===== src/hw/rtl/sensor_frame_parser_with_sum_check_unit_macros.svh =====
`ifndef SENSOR_FRAME_PARSER_WITH_SUM_CHECK_UNIT_MACROS_SVH
`define SENSOR_FRAME_PARSER_WITH_SUM_CHECK_UNIT_MACROS_SVH

// plain property, clocked on clk_i, off during reset
`define SFPSC_ASSERT(lbl, prop, msg) \
  lbl: assert property (@(posedge clk_i) disable iff (!rst_ni) (prop)) else $error(msg);

// implication form, consequent checked in the cycle after the antecedent
`define SFPSC_ASSERT_NEXT(lbl, ante, cons, msg) \
  lbl: assert property (@(posedge clk_i) disable iff (!rst_ni) (ante) |=> (cons)) \
    else $error(msg);

`endif


===== src/hw/rtl/sfpsc_pkg.sv =====
package sfpsc_pkg;

  localparam int unsigned ByteW  = 8;
  localparam int unsigned SumW   = 16;
  localparam int unsigned LevelW = 32;
  localparam int unsigned PosW   = 4;
  localparam int unsigned CfgIdxW = 1;

  localparam logic [PosW-1:0] PosStart   = 4'd0;
  localparam logic [PosW-1:0] PosAction  = 4'd1;
  localparam logic [PosW-1:0] PosSrcLast = 4'd5;
  localparam logic [PosW-1:0] PosClnLast = 4'd9;
  localparam logic [PosW-1:0] PosTemp    = 4'd10;
  localparam logic [PosW-1:0] SumBytes   = 4'd11;
  localparam logic [PosW-1:0] FrameLast  = 4'd12;

  typedef enum logic [CfgIdxW-1:0] {
    CFG_START  = 1'b0,
    CFG_ACTION = 1'b1
  } cfg_idx_e;

  typedef struct packed {
    logic [ByteW-1:0] start_byte;
    logic [ByteW-1:0] action_byte;
  } cfg_t;

  typedef struct packed {
    logic             valid;
    logic [ByteW-1:0] data;
  } byte_word_t;

  typedef struct packed {
    logic [LevelW-1:0] source_level;
    logic [LevelW-1:0] clean_level;
    logic [ByteW-1:0]  temp_reading;
    logic              sum_ok;
  } result_t;

endpackage


===== src/hw/rtl/sensor_frame_parser_with_sum_check_unit.sv =====
// channel  | valid       | stall       | payload
// ---------+-------------+-------------+----------------------------------------------
// in       | in_valid_i  | in_stall_o  | rx_byte_i
// out      | out_valid_o | out_stall_i | source_level_o clean_level_o temp_reading_o
//          |             |             | sum_ok_o
// cfg      | cfg_we_i    | -           | cfg_index_i cfg_wdata_i
//
// one word per cycle sustained, except while the final byte of a frame waits on a held result;
// a result on the 13th byte passes the input register, then parser state and result register
// reset clears frame position, running sum, valid flags and both config registers
// bytes that give no result keep flowing while a result is held by out_stall_i;
// only the final byte of a frame waits for the result register
module sensor_frame_parser_with_sum_check_unit
  import sfpsc_pkg::*;
(
  input  logic               clk_i,
  input  logic               rst_ni,
  input  logic               cfg_we_i,
  input  logic [CfgIdxW-1:0] cfg_index_i,
  input  logic [ByteW-1:0]   cfg_wdata_i,
  input  logic               in_valid_i,
  output logic               in_stall_o,
  input  logic [ByteW-1:0]   rx_byte_i,
  output logic               out_valid_o,
  input  logic               out_stall_i,
  output logic [LevelW-1:0]  source_level_o,
  output logic [LevelW-1:0]  clean_level_o,
  output logic [ByteW-1:0]   temp_reading_o,
  output logic               sum_ok_o
);

  cfg_t       cfg;
  byte_word_t word;
  logic       consume;
  result_t    result;

  sfpsc_cfg_regs u_cfg_regs (
    .clk_i       (clk_i),
    .rst_ni      (rst_ni),
    .cfg_we_i    (cfg_we_i),
    .cfg_index_i (cfg_index_i),
    .cfg_wdata_i (cfg_wdata_i),
    .cfg_o       (cfg)
  );

  sfpsc_in_stage u_in_stage (
    .clk_i      (clk_i),
    .rst_ni     (rst_ni),
    .in_valid_i (in_valid_i),
    .in_stall_o (in_stall_o),
    .rx_byte_i  (rx_byte_i),
    .word_o     (word),
    .consume_i  (consume)
  );

  sfpsc_parser u_parser (
    .clk_i       (clk_i),
    .rst_ni      (rst_ni),
    .cfg_i       (cfg),
    .word_i      (word),
    .consume_o   (consume),
    .out_valid_o (out_valid_o),
    .out_stall_i (out_stall_i),
    .result_o    (result)
  );

  assign source_level_o = result.source_level;
  assign clean_level_o  = result.clean_level;
  assign temp_reading_o = result.temp_reading;
  assign sum_ok_o       = result.sum_ok;

endmodule


===== src/hw/rtl/sfpsc_cfg_regs.sv =====
module sfpsc_cfg_regs
  import sfpsc_pkg::*;
(
  input  logic               clk_i,
  input  logic               rst_ni,
  input  logic               cfg_we_i,
  input  logic [CfgIdxW-1:0] cfg_index_i,
  input  logic [ByteW-1:0]   cfg_wdata_i,
  output cfg_t               cfg_o
);

  cfg_t cfg_q;
  cfg_t cfg_d;

  always_comb begin
    cfg_d = cfg_q;
    if (cfg_we_i) begin
      case (cfg_idx_e'(cfg_index_i))
        CFG_START:  cfg_d.start_byte  = cfg_wdata_i;
        CFG_ACTION: cfg_d.action_byte = cfg_wdata_i;
        default:    cfg_d = cfg_q;
      endcase
    end
  end

  always_ff @(posedge clk_i or negedge rst_ni) begin
    if (!rst_ni) begin
      cfg_q <= '0;
    end else begin
      cfg_q <= cfg_d;
    end
  end

  assign cfg_o = cfg_q;

endmodule


===== src/hw/rtl/sfpsc_in_stage.sv =====
module sfpsc_in_stage
  import sfpsc_pkg::*;
(
  input  logic             clk_i,
  input  logic             rst_ni,
  input  logic             in_valid_i,
  output logic             in_stall_o,
  input  logic [ByteW-1:0] rx_byte_i,
  output byte_word_t       word_o,
  input  logic             consume_i
);

  logic             valid_q;
  logic             valid_d;
  logic [ByteW-1:0] data_q;
  logic             take;

  assign in_stall_o = valid_q && !consume_i;
  assign take       = in_valid_i && !in_stall_o;

  always_comb begin
    valid_d = valid_q;
    if (take) begin
      valid_d = 1'b1;
    end else if (consume_i) begin
      valid_d = 1'b0;
    end
  end

  always_ff @(posedge clk_i or negedge rst_ni) begin
    if (!rst_ni) begin
      valid_q <= 1'b0;
    end else begin
      valid_q <= valid_d;
    end
  end

  always_ff @(posedge clk_i) begin
    if (take) begin
      data_q <= rx_byte_i;
    end
  end

  assign word_o.valid = valid_q;
  assign word_o.data  = data_q;

endmodule


===== src/hw/rtl/sfpsc_parser.sv =====
module sfpsc_parser
  import sfpsc_pkg::*;
(
  input  logic       clk_i,
  input  logic       rst_ni,
  input  cfg_t       cfg_i,
  input  byte_word_t word_i,
  output logic       consume_o,
  output logic       out_valid_o,
  input  logic       out_stall_i,
  output result_t    result_o
);

`include "sensor_frame_parser_with_sum_check_unit_macros.svh"

  logic [PosW-1:0]   pos_q, pos_d;
  logic [SumW-1:0]   sum_q, sum_d;
  logic [LevelW-1:0] src_q, src_d;
  logic [LevelW-1:0] cln_q, cln_d;
  logic [ByteW-1:0]  temp_q, temp_d;
  logic [ByteW-1:0]  hi_q, hi_d;
  logic              out_valid_q, out_valid_d;
  result_t           res_q;
  result_t           res_d;
  logic              at_final;
  logic              emit;
  logic [ByteW-1:0]  b;
  logic [SumW-1:0]   sum_add;

  assign b         = word_i.data;
  assign at_final  = (pos_q >= FrameLast);
  assign consume_o = word_i.valid && (!at_final || !out_valid_q || !out_stall_i);
  assign emit      = consume_o && at_final;
  assign sum_add   = sum_q + {{(SumW-ByteW){1'b0}}, b};

  always_comb begin
    pos_d  = pos_q;
    sum_d  = sum_q;
    src_d  = src_q;
    cln_d  = cln_q;
    temp_d = temp_q;
    hi_d   = hi_q;
    if (consume_o) begin
      if (pos_q == PosStart) begin
        if (b == cfg_i.start_byte) begin
          sum_d = {{(SumW-ByteW){1'b0}}, b};
          pos_d = PosAction;
        end
      end else if (pos_q == PosAction) begin
        if (b != cfg_i.action_byte) begin
          pos_d = PosStart;
          sum_d = '0;
        end else begin
          sum_d = sum_add;
          pos_d = pos_q + 4'd1;
        end
      end else if (!at_final) begin
        if (pos_q < SumBytes) begin
          sum_d = sum_add;
        end
        if (pos_q <= PosSrcLast) begin
          src_d = {src_q[LevelW-ByteW-1:0], b};
        end else if (pos_q <= PosClnLast) begin
          cln_d = {cln_q[LevelW-ByteW-1:0], b};
        end else if (pos_q == PosTemp) begin
          temp_d = b;
        end else begin
          hi_d = b;
        end
        pos_d = pos_q + 4'd1;
      end else begin
        pos_d = PosStart;
        sum_d = '0;
      end
    end
  end

  always_comb begin
    res_d              = res_q;
    out_valid_d        = out_valid_q && out_stall_i;
    if (emit) begin
      out_valid_d        = 1'b1;
      res_d.source_level = src_q;
      res_d.clean_level  = cln_q;
      res_d.temp_reading = temp_q;
      res_d.sum_ok       = ({hi_q, b} == sum_q);
    end
  end

  always_ff @(posedge clk_i or negedge rst_ni) begin
    if (!rst_ni) begin
      pos_q       <= PosStart;
      sum_q       <= '0;
      out_valid_q <= 1'b0;
    end else begin
      pos_q       <= pos_d;
      sum_q       <= sum_d;
      out_valid_q <= out_valid_d;
    end
  end

  always_ff @(posedge clk_i) begin
    src_q  <= src_d;
    cln_q  <= cln_d;
    temp_q <= temp_d;
    hi_q   <= hi_d;
    res_q  <= res_d;
  end

  assign out_valid_o = out_valid_q;
  assign result_o    = res_q;

  `SFPSC_ASSERT(a_pos_range, pos_q <= FrameLast, "frame position out of range")
  `SFPSC_ASSERT_NEXT(a_final_clears, emit, (pos_q == PosStart) && (sum_q == '0),
                     "frame state not cleared after last byte")
  `SFPSC_ASSERT_NEXT(a_bad_start, consume_o && (pos_q == PosStart) && (b != cfg_i.start_byte),
                     pos_q == PosStart, "wrong start byte advanced the frame")
  `SFPSC_ASSERT(a_result_source, out_valid_q && !$past(out_valid_q) |-> $past(emit),
                "result appeared without a final byte")

endmodule


===== config.mk =====
export PLATFORM = sky130hd
export DESIGN_NAME = sensor_frame_parser_with_sum_check_unit
export DESIGN_NICKNAME = d
export VERILOG_FILES = /design/src/hw/rtl/sfpsc_pkg.sv /design/src/hw/rtl/sensor_frame_parser_with_sum_check_unit.sv /design/src/hw/rtl/sfpsc_cfg_regs.sv /design/src/hw/rtl/sfpsc_in_stage.sv /design/src/hw/rtl/sfpsc_parser.sv
export VERILOG_INCLUDE_DIRS = /design/src /design/src/hw/rtl
export SDC_FILE = /design/constraint.sdc
export NUM_CORES = 1
export LEC_CHECK = 0
export ABC_AREA = 1
export BUFFER_PORTS_ARGS = -buffer_cell sky130_fd_sc_hd__buf_2
export CORE_ASPECT_RATIO = 1.5
export CORE_MARGIN = 3
export CORE_UTILIZATION = 45
export CTS_BUF_LIST = sky130_fd_sc_hd__clkbuf_2
export DETAILED_ROUTE_END_ITERATION = 10
export SLEW_MARGIN = 20
export SYNTH_ARGS = -nofsm -noshare
export SYNTH_HDL_FRONTEND = slang
export SYNTH_SLANG_ARGS = --single-unit

===== constraint.sdc =====
create_clock -name clk_i -period 8.1 [get_ports clk_i]
set_clock_uncertainty 0.2 [all_clocks]
set_input_delay 0 -clock clk_i [delete_from_list [all_inputs] [get_ports clk_i]]
set_output_delay 0 -clock clk_i [all_outputs]
set_load 0.1 [all_outputs]

## After elaboration in Yosys (flattened, before gate mapping)

Index checks and enable logic that the tools add are counted.

| word-level totals | value |
|---|---|
| register bits after elaboration | 199 |
| input bits | 22 |
| output and inout bits | 75 |
| word-level logic and storage cells | 71 |

| operators by class | value |
|---|---|
| add/sub/neg operators | 2 |
| magnitude comparators | 4 |
| eq/ne operators | 6 |
| multiplexer cells | 14 |
| bitwise logic cells | 7 |
| reductions and logical operators | 23 |

Operators by type and width:

| kind | count |
|---|---|
| two-way mux 16 bit | 6 |
| two-way mux 4 bit | 5 |
| adder 16 x 8 -> 16 bit | 1 |
| == test 16 bit | 1 |
| AND reduction 7 bit | 2 |
| == test 8 bit | 1 |
| inequality test 8 bit | 1 |
| inverter 1 bit | 7 |
| AND reduction 2 bit | 3 |
| AND reduction 6 bit | 1 |
| logical AND 1 bit | 5 |
| zero test 1 bit | 5 |
| AND reduction 5 bit | 1 |
| adder 4 x 1 -> 4 bit, second input constant | 1 |
| == test 4 x 1 -> 1 bit, second input constant | 1 |
| == test 4 bit, second input constant | 1 |
| greater-or-equal comparator 4 bit, second input constant | 1 |
| <= comparator 4 x 3 -> 1 bit, second input constant | 1 |
| <= comparator 4 bit, second input constant | 1 |
| zero test 4 bit | 1 |
| < comparator 4 bit, second input constant | 1 |
| nonzero test 4 bit | 1 |
| two-way mux 1 bit | 3 |
| AND reduction 3 bit | 1 |
| other kinds (3) | 4 |

## Logic depth before layout (Yosys ltp)

| logic depth | value |
|---|---|
| depth in word-level cells | 10 |
| mapped depth | 13 |

## Cells and area by module

Synthesis repeated with hierarchy kept, for this count alone.

| second synthesis, totals | value |
|---|---|
| cells, all modules | 582 |
| area total of the unflattened synthesis | 7,761.2 um2 |

Modules (own cells, without submodules):

| module | instances | cells each | area each (um2) | sequential area each (um2) |
|---|---|---|---|---|
| sfpsc_parser | 1 | 496 | 6,792.8 | 5,119.9 |
| sfpsc_cfg_regs | 1 | 70 | 663.1 | 400.4 |
| sfpsc_in_stage | 1 | 16 | 305.3 | 265.3 |

## Worst setup path after synthesis

Ideal clock, no wire load.

| timing | value |
|---|---|
| path type | reg2reg |
| start | reg u_parser.out_valid_q (netlist: u_parser.out_valid_o) |
| end | reg u_parser.cln_q[0] (enable) |
| library setup time | 0.461 ns |
| arrival time | 3.614 ns |
| data required time | 7.439 ns |
| setup slack | 3.825 ns |
| cell stages (with the launch flop) | 6 |
| period minus slack after synthesis | 4.275 ns |
| cells stage by stage | dfrtp_1 nand2_1 nor2_4 nor3_4 o21ai_0 nor3_1 |

| on the way | value |
|---|---|
| cells in the longest elaborated chain, start to end | 5 |

RTL lines:

| what | line | RTL |
|---|---|---|
| start: declaration | sfpsc_parser.sv:22 | `logic out_valid_q, out_valid_d;` |
| start signal: assignment | sfpsc_parser.sv:98 | `out_valid_q <= out_valid_d;` |
| zero test 1 bit | sfpsc_parser.sv:32 | `assign consume_o = word_i.valid && (!at_final \|\| !out_valid_q \|\| !out_stall_i);` |
| logical OR 1 bit (2 in series) | sfpsc_parser.sv:32 |  |
| logical AND 1 bit | sfpsc_parser.sv:32 |  |
| AND reduction 6 bit (no source line) | -- |  |
| end signal: assignment | sfpsc_parser.sv:104 | `cln_q <= cln_d;` |
| end: declaration | sfpsc_parser.sv:19 | `logic [LevelW-1:0] cln_q, cln_d;` |

No other way between the ends.
A chain may end at the register's enable or synchronous reset.

## Worst setup path in the final report

| timing | value |
|---|---|
| start | reg u_parser.pos_q[0] |
| end | reg u_parser.src_q[14] (enable) |

| on the way | value |
|---|---|
| cells in the longest elaborated chain, start to end | 6 |

RTL lines:

| what | line | RTL |
|---|---|---|
| start: declaration | sfpsc_parser.sv:16 | `logic [PosW-1:0] pos_q, pos_d;` |
| start signal: assignment | sfpsc_parser.sv:92 | `pos_q <= PosStart;` |
| start signal: assignment | sfpsc_parser.sv:96 | `pos_q <= pos_d;` |
| greater-or-equal comparator 4 bit | sfpsc_parser.sv:31 | `assign at_final = (pos_q >= FrameLast);` |
| zero test 1 bit | sfpsc_parser.sv:32 |  |
| logical OR 1 bit (2 in series) | sfpsc_parser.sv:32 |  |
| logical AND 1 bit | sfpsc_parser.sv:32 |  |
| AND reduction 5 bit (no source line) * | -- |  |
| end signal: assignment | sfpsc_parser.sv:103 | `src_q <= src_d;` |
| end: declaration | sfpsc_parser.sv:18 | `logic [LevelW-1:0] src_q, src_d;` |

Mark *: on every way between the ends. The rest lies on a longest branch, timed or not.

==> results by stage <==
Placement:
- The instance area at placement is 8407 sq um.
- The sum of net half-perimeters after detailed placement is 9590 microns.
- At the end of routability-driven placement, the weighted congestion stood at 0.9066.
- The total instance count after detailed placement is 882.
- The quantity of I/O buffers inserted on ports is 96.

STA:
- The final-report hold violation count is 0.
- In the final timing run, aggregate negative setup slack is 0 ns.
- For the pin with the worst max-slew slack, the measured transition is 0.9091 ns.
- Setup violations remaining at the end of the flow were counted as 0.
- The final worst-path cycle share is 33.66%.
- Setup repair after global routing left no endpoint under its margin.
- The final-report max-slew violation count is 0.
- Measured against its own limit, the worst slew margin works out to 39.40%.
- Derived from the worst setup path, the maximum achievable clock frequency is 0.3668 GHz.
- The clock period minus final worst setup slack is 2.726 ns.

Logic synthesis:
- Counting flops with a built-in enable in the synthesized netlist gives 161.
- The number of instances in the synthesized netlist is 581.
- By count the netlist is led by sky130_fd_sc_hd__edfxtp_1, sky130_fd_sc_hd__nand2_1, sky130_fd_sc_hd__inv_1.
- The most common cell in the netlist is sky130_fd_sc_hd__edfxtp_1.
- The mean area per synthesized cell is 13.19 sq um.
- The area share of the largest cell type after synthesis is 63.10%.
- During synthesis, Yosys emitted a total of 0 warnings.
- The share of synthesized flip-flops with an asynchronous set or reset is 19.10%.
- The register bit count reported by yosys is 199.
- When the netlist entered floorplanning its net count stood at 617.
- The fraction of the yosys area taken by sequential cells is 75.51%.
- Yosys attributes the largest share of cell area to sky130_fd_sc_hd__edfxtp_1, sky130_fd_sc_hd__dfrtp_1, sky130_fd_sc_hd__nand2_1.
- The most instantiated flip-flop cell in the synthesis netlist is sky130_fd_sc_hd__edfxtp_1.
- The post-synthesis instance area is 7662 sq um.
- Of all cell types, the one taking the most synthesized area is sky130_fd_sc_hd__edfxtp_1.
- The distinct cell type count of the synthesized netlist is 31.

Run status:
- The flow ran to the end, and the final reports show no timing, DRC or antenna violations.

Min path:
- The startpoint of the tightest hold check path is cfg_we_i.
- The worst hold endpoint is u_cfg_regs.cfg_o[15].
- The cell depth of the worst hold path is 5.
- The worst hold path belongs to the class input pin to register.

Global routing:
- For this run, the total global-route usage over all layers was measured as 15.65%.
- The overflow left after global routing is 0.
- The number of antenna violations at the first check in global routing was 1.
- The largest net degree at the start of global routing is 74.
- The first global-routing pass estimated 23,180 microns of wire.
- The number of global-route vias before repair is 4,659.

Worst setup path:
- The critical path is of the register to register type.
- The logic depth of the worst register-to-register path is 7.
- The highest fanout seen on the critical path is 32.
- At the worst endpoint, the arrival time is 2.89 ns.
- The element type at the critical path end is a register.
- The endpoint of the worst-slack reg-to-reg timing path is u_parser.src_q[14].
- The flop-to-flop setup slack is 5.37 ns.
- The worst flop-to-flop path startpoint is u_parser.pos_q[0].
- The launching element type of the critical path is a register.
- At the worst endpoint, the required time is 8.27 ns.

Detailed routing:
- The count of routing violations after the opening detailed-route iteration is 379.
- In the final routed layout, each cell accounts on average for 14.82 microns.
- The total met2 wirelength after detailed routing is 7490 microns.
- The top layer used by detailed routing is met4.
- The first-pass iteration count of the detailed router is 4.
- The routed layout has 4,654 vias.
- The detailed router put a total of 5868 microns of wire on met1.
- After detailed routing, the number of vias per cell comes to 4.828.
- The routed wire length is 14,290 microns.
- In the routed design, unresolved DRC markers number 0.
- The length of routed met3 wiring is 615 microns.
- Once detail routing completed, the nets flagged for antenna violations numbered 0.

Layout:
- The combined area of the multi-input logic cells is 1600 sq um.
- Once layout is done, the placed cells without fillers occupy 9185 sq um.
- The fraction of the core area covered by cells at the end of the flow is 55.75%.
- At the end of the flow, the number of nets in the layout was 780.
- The finished layout holds 964 standard cells, fillers aside.
- The share of cells above drive strength 1 is 19.82%.
- The area taken by flip-flops and latches is 5786 sq um.
- Fill cells in the final layout number 1,365.
- The layout-stage area growth over the synthesis result is 19.87%.

Clock network:
- The number of post-CTS setup repair buffers is 0.
- The library cell used as clock root buffer is sky130_fd_sc_hd__clkbuf_2.
- The TritonCTS clock tree is built.
- The clock sink count is 199.
- The clock reaches the later pin of the worst-skew pair after 0.74 ns.
- After clock tree synthesis, the clock-pin slew on the worst setup and hold paths is 0.34 ns.
- The number of buffers inserted during clock tree synthesis is 17.
- The total number of H-tree levels is 4.
- No sink is reached through more buffers than the 2 on the longest clock path.

Die:
- The overall die height is 165.8 microns.
- The placeable core region is 16,470 sq um.
- For this design the top-level I/O count stands at 97.
- Row generation in the floorplan step produced 57 rows.
- The floorplan die width is 112.5 microns.
- Once the floorplan was initialized, standard cells occupied 46.51% of the core.
- The floorplan step defined a die boundary enclosing 18,660 sq um.

Power and ir drop:
- The sum of internal, switching and leakage power is 2.459 mW.
- The power density relative to cell area is 267.7 nW/um^2.
- The largest voltage drop on the vdd net is 122.9 uV.
- Summed over all cells, the static leakage comes to 3.799 nW.

Job:
- The number of max-cap violations is 0.
## stage by stage
step,worst slack [ns],hold slack (ns)
after global routing,5.189,0.1818
after CTS,5.332,0.07187
final,5.374,0.1646
after detailed placement,5.369,-0.02175
after floorplan,3.825,-0.4956
after global placement,5.479,-0.03262
## critical path: stages, from the launching register on
cell and delay, ns:
sky130_fd_sc_hd__dfrtp_1 0.46, sky130_fd_sc_hd__inv_1 0.11, sky130_fd_sc_hd__ha_1 0.21, sky130_fd_sc_hd__inv_1 0.14
sky130_fd_sc_hd__nor2_8 0.08, sky130_fd_sc_hd__nor3_4 0.20, sky130_fd_sc_hd__o21ai_0 0.25, sky130_fd_sc_hd__nor2_4 0.74
## final cells by class
cell class | count | share of cell area, %
inverters | 67 | 2.752
clock inverters | 15 | 2.071
multi-input cells | 310 | 17.42
clock buffers | 17 | 0.9263
repair buffers | 149 | 11.01
flip-flops and latches | 199 | 62.99
diodes | 1 | 0.02724
well taps | 206 | 2.806
## per-layer routing
metal	up-vias	track usage [%]
li1	2301	-
met4	0	5.962
met1	2207	18.72
met3	24	2.880
met5	-	0
met2	122	27.81
## registers in the layout, indices dropped and copies added (netlist names)
register	flops
u_parser.out_valid_o	1
u_parser.pos_q	4
u_parser.cln_q	32
u_parser.sum_q	16
u_parser.result_o	73
u_parser.hi_q	8
u_parser.src_q	32
u_in_stage.valid_q	1
u_parser.temp_q	8
u_in_stage.data_q	8
u_cfg_regs.cfg_o	16
## logic make-up after synthesis
family	count (synthesis)	synth area share [%]
AOI/OAI and AO/OA	35	2.564
xor gates and xnor gates	16	1.829
adders and majority gates	14	2.384
buffers and inverters	72	3.772
DFF	199	75.51
and+or+nand+nor	245	13.95
## report_power, final
part / switching, mW / internal [mW] / total (mW) / leakage [nW]
clock network: 0.377 / 0.114 / 0.492 / 0.161
registers: 0.0800 / 1.31 / 1.39 / 1.95
logic: 0.399 / 0.180 / 0.579 / 1.69
total: 0.856 / 1.60 / 2.46 / 3.80
## what timing repair did
| action | CTS | global route |
|---|---|---|
| resized for setup | 0 | 0 |
| endpoints found under the hold margin | 100 | 0 |
| hold buffers | 49 | 0 |
## placed cells by master (no fill, tap or decap), types with 2 or more instances in the layout
cell                              n
sky130_fd_sc_hd__dfrtp_1         38
sky130_fd_sc_hd__nor3_1           7
sky130_fd_sc_hd__xor2_1           5
sky130_fd_sc_hd__inv_6            2
sky130_fd_sc_hd__inv_12           2
sky130_fd_sc_hd__nand3_1         29
sky130_fd_sc_hd__xnor2_1         11
sky130_fd_sc_hd__nand4_1         11
sky130_fd_sc_hd__a21oi_1          8
sky130_fd_sc_hd__inv_2            2
sky130_fd_sc_hd__edfxtp_1       161
sky130_fd_sc_hd__clkinv_2         2
sky130_fd_sc_hd__or2_2            4
sky130_fd_sc_hd__clkbuf_2        17
sky130_fd_sc_hd__clkinv_8         5
sky130_fd_sc_hd__ha_1            13
sky130_fd_sc_hd__buf_4            4
sky130_fd_sc_hd__nand2_1        148
sky130_fd_sc_hd__buf_2           96
sky130_fd_sc_hd__o21ai_0         23
sky130_fd_sc_hd__nor2_4           2
sky130_fd_sc_hd__inv_1           63
sky130_fd_sc_hd__nor2_1          32
sky130_fd_sc_hd__nand2_2          3
sky130_fd_sc_hd__dlygate4sd3_1   48
sky130_fd_sc_hd__inv_8            4
sky130_fd_sc_hd__nor4_1           4
## how the worst max path moves through the flow
stage | startpoint | cells after the start | end
final | u_parser.pos_q[0] | 7 | u_parser.src_q[14]
after global routing | u_parser.pos_q[0] | 7 | u_parser.src_q[14]
after global placement | u_parser.pos_q[0] | 7 | u_parser.src_q[21]
after CTS | u_parser.pos_q[0] | 7 | u_parser.src_q[11]
after detailed placement | u_parser.pos_q[0] | 7 | u_parser.src_q[29]
after floorplan | u_parser.out_valid_o | 5 | u_parser.cln_q[0]
Note: power is estimated with default switching activity, not from simulation.
